## src/design/spc_pkg.sv

```systemverilog
// ----------------------------------------------------------------------------
// spc_pkg
// Shared types and constants for the scanline priority compositor.
// ----------------------------------------------------------------------------
package spc_pkg;

  // Command codes on cmd_i; the remaining codes are ignored
  typedef enum logic [2:0] {
    CMD_INIT       = 3'd0,
    CMD_PLOT_MAIN  = 3'd1,
    CMD_PLOT_SUB   = 3'd2,
    CMD_SET_WINDOW = 3'd3,
    CMD_EMIT       = 3'd4
  } cmd_e;

  // Configuration register indexes
  typedef enum logic [2:0] {
    CFG_MATH_MASK   = 3'd0,
    CFG_USE_SUB     = 3'd1,
    CFG_SUBTRACT    = 3'd2,
    CFG_HALVE       = 3'd3,
    CFG_FIXED_COLOR = 3'd4,
    CFG_BRIGHTNESS  = 3'd5,
    CFG_HIRES       = 3'd6,
    CFG_DISP_OFF    = 3'd7
  } cfg_idx_e;

  localparam logic [2:0] SRC_BACKDROP = 3'd6;

  typedef struct packed {
    logic [6:0]  math_mask;
    logic        use_sub;
    logic        subtract;
    logic        halve_en;
    logic [14:0] fixed_color;
    logic [3:0]  brightness;
    logic        hires;
    logic        disp_off;
  } cfg_t;

  // One column of a line store
  typedef struct packed {
    logic [2:0]  src;
    logic [3:0]  prio;
    logic [14:0] color;
  } entry_t;

  // One memory word: both line stores plus the window bits of a column
  typedef struct packed {
    entry_t main_px;
    entry_t sub_px;
    logic   win_main;
    logic   win_sub;
  } word_t;

  typedef struct packed {
    logic [14:0] color;
    logic [3:0]  brightness;
    logic        last;
  } result_t;

endpackage

```

## src/design/spc_composite.sv

```systemverilog
// ----------------------------------------------------------------------------
// spc_composite
// Color math for one column: window masking, per-source enable, fixed or
// sub operand, per-channel saturating add/subtract with optional halving.
// ----------------------------------------------------------------------------
module spc_composite (
  input  spc_pkg::cfg_t   cfg_i,
  input  spc_pkg::entry_t main_i,
  input  spc_pkg::entry_t sub_i,
  input  logic            win_main_i,
  input  logic            win_sub_i,
  output logic [14:0]     color_o
);

  logic [7:0]  mask_ext;
  logic [14:0] mc;
  logic [14:0] opnd;
  logic        halve;
  logic        math_on;
  logic [14:0] math_res;
  logic [4:0]  ca [3];
  logic [4:0]  cb [3];
  logic [5:0]  sum [3];
  logic [4:0]  diff [3];

  always_comb begin
    // source seven has no enable bit
    mask_ext = {1'b0, cfg_i.math_mask};
    mc       = win_main_i ? main_i.color : 15'd0;
    math_on  = win_sub_i & mask_ext[main_i.src];
    opnd     = cfg_i.use_sub ? sub_i.color : cfg_i.fixed_color;
    halve    = cfg_i.halve_en & win_main_i &
               (!cfg_i.use_sub || (sub_i.src != spc_pkg::SRC_BACKDROP));
    math_res = '0;
    for (int ch = 0; ch < 3; ch++) begin
      ca[ch]   = mc[ch*5 +: 5];
      cb[ch]   = opnd[ch*5 +: 5];
      sum[ch]  = {1'b0, ca[ch]} + {1'b0, cb[ch]};
      diff[ch] = (ca[ch] > cb[ch]) ? (ca[ch] - cb[ch]) : 5'd0;
      if (cfg_i.subtract) begin
        math_res[ch*5 +: 5] = halve ? {1'b0, diff[ch][4:1]} : diff[ch];
      end else if (halve) begin
        math_res[ch*5 +: 5] = sum[ch][5:1];
      end else begin
        math_res[ch*5 +: 5] = sum[ch][5] ? 5'h1f : sum[ch][4:0];
      end
    end
    color_o = math_on ? math_res : mc;
  end

endmodule

```

## config.mk

```make
export PLATFORM = sky130hd
export DESIGN_NAME = spc_composite
export DESIGN_NICKNAME = d
export VERILOG_FILES = /design/src/design/spc_pkg.sv /design/src/design/spc_composite.sv
export SDC_FILE = /design/constraint.sdc
export NUM_CORES = 1
export LEC_CHECK = 0
export ABC_CLOCK_PERIOD_IN_PS = 3350
export BUFFER_PORTS_ARGS = -buffer_cell sky130_fd_sc_hd__buf_2
export CORE_MARGIN = 3
export CORE_UTILIZATION = 47
export DETAILED_ROUTE_END_ITERATION = 12
export PLACE_DENSITY = 0.89
export SLEW_MARGIN = 20
export SYNTH_ARGS = -nofsm -noshare
export SYNTH_HDL_FRONTEND = slang
export SYNTH_SLANG_ARGS = --single-unit
export TNS_END_PERCENT = 1
```

## constraint.sdc

```tcl
create_clock -name vclk -period 3.35
set_input_delay 0.5025 -clock vclk [all_inputs]
set_output_delay 0.5025 -clock vclk [all_outputs]
set_load 0.05 [all_outputs]
```

==> report_table.html <==
<table>
<tr><th>Metric</th><th>Value</th></tr>
<tr><th colspan="2">Status</th></tr>
<tr><td>Result of the run</td><td>finished, final reports clean</td></tr>
<tr><th colspan="2">Die</th></tr>
<tr><td>Die height</td><td>74.88 um</td></tr>
<tr><td>Placement Rows</td><td>24</td></tr>
<tr><td>Placeable core region</td><td>4474 um2</td></tr>
<tr><td>Area enclosed by the die boundary</td><td>5606 um2</td></tr>
<tr><td>Effective utilization at floorplan</td><td>49.83%</td></tr>
<tr><td>Die outline width</td><td>74.88 um</td></tr>
<tr><td>IO Pins</td><td>92</td></tr>
<tr><th colspan="2">Min path</th></tr>
<tr><td>Number of stages on the worst hold path</td><td>4</td></tr>
<tr><td>Path type of the worst min-delay path</td><td>in -&gt; out</td></tr>
<tr><td>Hold path startpoint</td><td>main_i[11]</td></tr>
<tr><td>End point of the worst hold path</td><td>color_o[11]</td></tr>
<tr><th colspan="2">GRT</th></tr>
<tr><td>Maximum number of pins on one net before global-route repair</td><td>30</td></tr>
<tr><td>First-pass GRT wire length</td><td>10360 um</td></tr>
<tr><td>Global route overflow</td><td>0</td></tr>
<tr><td>Global router's overall resource usage</td><td>22.52%</td></tr>
<tr><td>Initial antenna violation count</td><td>0</td></tr>
<tr><td>Number of global-route vias before repair</td><td>2534</td></tr>
<tr><th colspan="2">Placed design</th></tr>
<tr><td>Final GP Congestion</td><td>0.8759</td></tr>
<tr><td>Input/output buffers</td><td>78</td></tr>
<tr><td>Area after DPL</td><td>2917 um2</td></tr>
<tr><td>Final HPWL DP</td><td>5437 um</td></tr>
<tr><td>Worst Setup Slack post-DPL</td><td>-0.1039 ns</td></tr>
<tr><th colspan="2">Timing</th></tr>
<tr><td>Portion of the clock cycle consumed by the worst path in the final layout</td><td>99.38%</td></tr>
<tr><td>Max transition margin</td><td>56.92%</td></tr>
<tr><td>Max Fclk</td><td>0.3004 GHz</td></tr>
<tr><td>Count of pins over their slew limit</td><td>0</td></tr>
<tr><td>Unrepaired setup endpoints after global routing</td><td>true</td></tr>
<tr><td>Final critical-path required period</td><td>3.329 ns</td></tr>
<tr><td>Slew at the pin closest to its max-slew limit</td><td>0.6463 ns</td></tr>
<tr><td>Worst setup slack after layout</td><td>0.02085 ns</td></tr>
<tr><td>Number of hold-slack violations in the final timing report</td><td>0</td></tr>
<tr><td>Final setup violating endpoints</td><td>0</td></tr>
<tr><th colspan="2">Cells and area</th></tr>
<tr><td>Number of diodes added for antenna fixing</td><td>0</td></tr>
<tr><td>Total Nets Final</td><td>524</td></tr>
<tr><td>Area occupied by registers</td><td>0 um2</td></tr>
<tr><td># clk buffers</td><td>0</td></tr>
<tr><td>Fin area</td><td>3103 um2</td></tr>
<tr><td>Share of the core filled with cells in the final layout</td><td>69.35%</td></tr>
<tr><td>Sequential cell count of the final layout</td><td>0</td></tr>
<tr><td>Most used cells in the layout excluding fill and tap cells</td><td>64 x sky130_fd_sc_hd__buf_2, 32 x sky130_fd_sc_hd__nand2_1, 31 x sky130_fd_sc_hd__inv_1, 31 x sky130_fd_sc_hd__buf_4, 27 x sky130_fd_sc_hd__a21oi_1</td></tr>
<tr><td>Synth-to-Final Area Change</td><td>39.17%</td></tr>
<tr><td>Number of fill cells in the layout</td><td>363</td></tr>
<tr><td>Total area of multi-input combinational cells</td><td>2220 um2</td></tr>
<tr><td>Most common cell after layout, fill and taps aside</td><td>sky130_fd_sc_hd__buf_2</td></tr>
<tr><td>Share of final-layout standard cells stronger than drive strength 1</td><td>38.14%</td></tr>
<tr><th colspan="2">Detailed routing</th></tr>
<tr><td>Router iterations before antenna repair</td><td>5</td></tr>
<tr><td>Vias per cell</td><td>6.046</td></tr>
<tr><td>Mean routed wirelength per cell</td><td>15.46 um</td></tr>
<tr><td>Routed wire length</td><td>7126 um</td></tr>
<tr><td>Number of remaining DRC errors</td><td>0</td></tr>
<tr><td>Number of DRC markers in iteration 0</td><td>279</td></tr>
<tr><td>Vias</td><td>2787</td></tr>
<tr><td>Remaining antenna violation count</td><td>0</td></tr>
<tr><th colspan="2">Yosys</th></tr>
<tr><td>Yosys warning count</td><td>0</td></tr>
<tr><td>Post-Syn Nets</td><td>434</td></tr>
<tr><td>Average instance area after synthesis</td><td>6.946 um2</td></tr>
<tr><td>Post-synthesis instance total</td><td>321</td></tr>
<tr><td>Synth top area share</td><td>16.84%</td></tr>
<tr><td>Summed instance area of the synthesized netlist</td><td>2230 um2</td></tr>
<tr><td>Synth area leader</td><td>sky130_fd_sc_hd__ha_1</td></tr>
<tr><td>Share of synthesized area occupied by flip-flops and latches</td><td>0%</td></tr>
<tr><td>Top cells by area, synth</td><td>sky130_fd_sc_hd__ha_1 17%, sky130_fd_sc_hd__a21oi_1 7.0%, sky130_fd_sc_hd__mux2i_1 5.8%</td></tr>
<tr><td>Number of different library cells in the post-synthesis netlist</td><td>57</td></tr>
<tr><th colspan="2">Worst setup path</th></tr>
<tr><td>Cell with the largest stage delay on the worst path</td><td>sky130_fd_sc_hd__ha_1</td></tr>
<tr><td>Startpoint-to-endpoint class of the critical path</td><td>in -&gt; out</td></tr>
<tr><td>Slowest cell delay on critical path</td><td>0.31 ns</td></tr>
<tr><td>Worst Path Max Fanout</td><td>14</td></tr>
<tr><td>Category of the worst setup path launch point</td><td>input pin</td></tr>
<tr><td>Launching instance or port of the critical path</td><td>cfg_i[23]</td></tr>
<tr><td>Arrival time of data at the critical path endpoint</td><td>2.83 ns</td></tr>
<tr><td>Data required time of the critical path</td><td>2.85 ns</td></tr>
<tr><td>Cells traversed along the worst timing path</td><td>buf_2 &gt; buf_12 &gt; mux2i_2 &gt; ha_1 &gt; buf_4 &gt; a21o_1 &gt; a31oi_2 &gt; nand2_1 &gt; o22ai_1 &gt; nand2_1 &gt; o31ai_2 &gt; buf_6</td></tr>
<tr><td>Cell seen most often among critical-path stages</td><td>sky130_fd_sc_hd__nand2_1</td></tr>
<tr><td>Type of element capturing the critical path</td><td>primary output</td></tr>
<tr><th colspan="2">Power and ir drop</th></tr>
<tr><td>Peak supply drop</td><td>0.1190 mV</td></tr>
<tr><td>Power density of the placed cells</td><td>224.9 nW/um2</td></tr>
<tr><td>Leakage Power</td><td>1.492 nW</td></tr>
<tr><th colspan="2">Run</th></tr>
<tr><td>Maximum Capacitance Violations</td><td>0</td></tr>
<tr><th colspan="2">CTS</th></tr>
<tr><td>Setup repair bufs after CTS</td><td>0</td></tr>
</table>
-- what timing repair did --
action / CTS / global route
hold buffers: 0 / 0
gates resized for setup: 8 / 47
setup endpoints to repair: 6 / 15
pin swaps: 0 / 9
-- cells by family after synthesis --
logic type                 count (synthesis)  share of synthesized area, %
and+or+nand+nor                          101                         23.06
xor gates and xnor gates                  16                         6.285
muxes                                     17                         8.361
adders and majority gates                 36                         22.22
AOI/OAI and AO/OA                         99                         29.46
buffers and inverters                     52                         10.61
-- cell usage after synthesis, types with 4 or more instances --
master                     instances
sky130_fd_sc_hd__o21ai_0          15
sky130_fd_sc_hd__nand2b_1          5
sky130_fd_sc_hd__nor2_1           15
sky130_fd_sc_hd__inv_1            32
sky130_fd_sc_hd__o31ai_1           6
sky130_fd_sc_hd__nand2_1          32
sky130_fd_sc_hd__fa_1              6
sky130_fd_sc_hd__clkbuf_1          9
sky130_fd_sc_hd__and3_1            4
sky130_fd_sc_hd__nand3_1          10
sky130_fd_sc_hd__a31oi_1           9
sky130_fd_sc_hd__nor2b_1           6
sky130_fd_sc_hd__mux2i_1          13
sky130_fd_sc_hd__nor3_1            6
sky130_fd_sc_hd__a21oi_1          31
sky130_fd_sc_hd__and2_1           12
sky130_fd_sc_hd__xnor2_1          11
sky130_fd_sc_hd__buf_2             5
sky130_fd_sc_hd__ha_1             30
sky130_fd_sc_hd__xor2_1            5
sky130_fd_sc_hd__buf_6             4
-- cell type report --
cell class                 count  area share (%)
inverter                      32           3.871
multi-input combinational    269           71.53
tap                           52           2.097
timing repair buffer         108           22.50
-- per-layer routing --
metal,share of wire (%),global-route usage [%]
met5,0,0
met4,2.5,6.917
met3,7.2,0.1335
met2,51,41.30
met1,40,28.70
-- worst max path at each step --
stage | endpoint | slack, ns | cells after the start
after floorplan | color_o[7] | -0.04 | 10
after global placement | color_o[13] | -0.008 | 13
after detailed placement | color_o[13] | -0.10 | 13
after CTS | color_o[3] | 0.003 | 12
after global routing | color_o[6] | -0.05 | 12
final | color_o[9] | 0.02 | 12
-- stage by stage --
stage	hold WS, ns	power, mW	setup TNS (ns)	instances
2_1_floorplan	1.303	0.4578	-0.04713	321
3_3_place_gp	1.537	0.6048	-0.008494	461
5_1_grt	1.543	0.7477	-0.3397	461
3_5_place_dp	1.552	0.6232	-0.3173	461
4_1_cts	1.538	0.6338	0	461
6_report	1.540	0.6980	0	461
-- report_power, final --
group | switching (mW) | internal (mW) | total (mW)
registers | 0 | 0 | 0
clock network | 0 | 0 | 0
logic | 0.403 | 0.294 | 0.698
total | 0.403 | 0.294 | 0.698
-- worst max-delay path, delay by kind of cell --
family / cells / cell delay, ns
multiplexers: 1 / 0.26
AO/OA/AOI/OAI: 4 / 0.90
buffers and inverters: 4 / 0.64
AND/OR/NAND/NOR: 2 / 0.19
adder cells (fa/ha/maj): 1 / 0.31
Note: power is estimated with default switching activity, not from simulation.
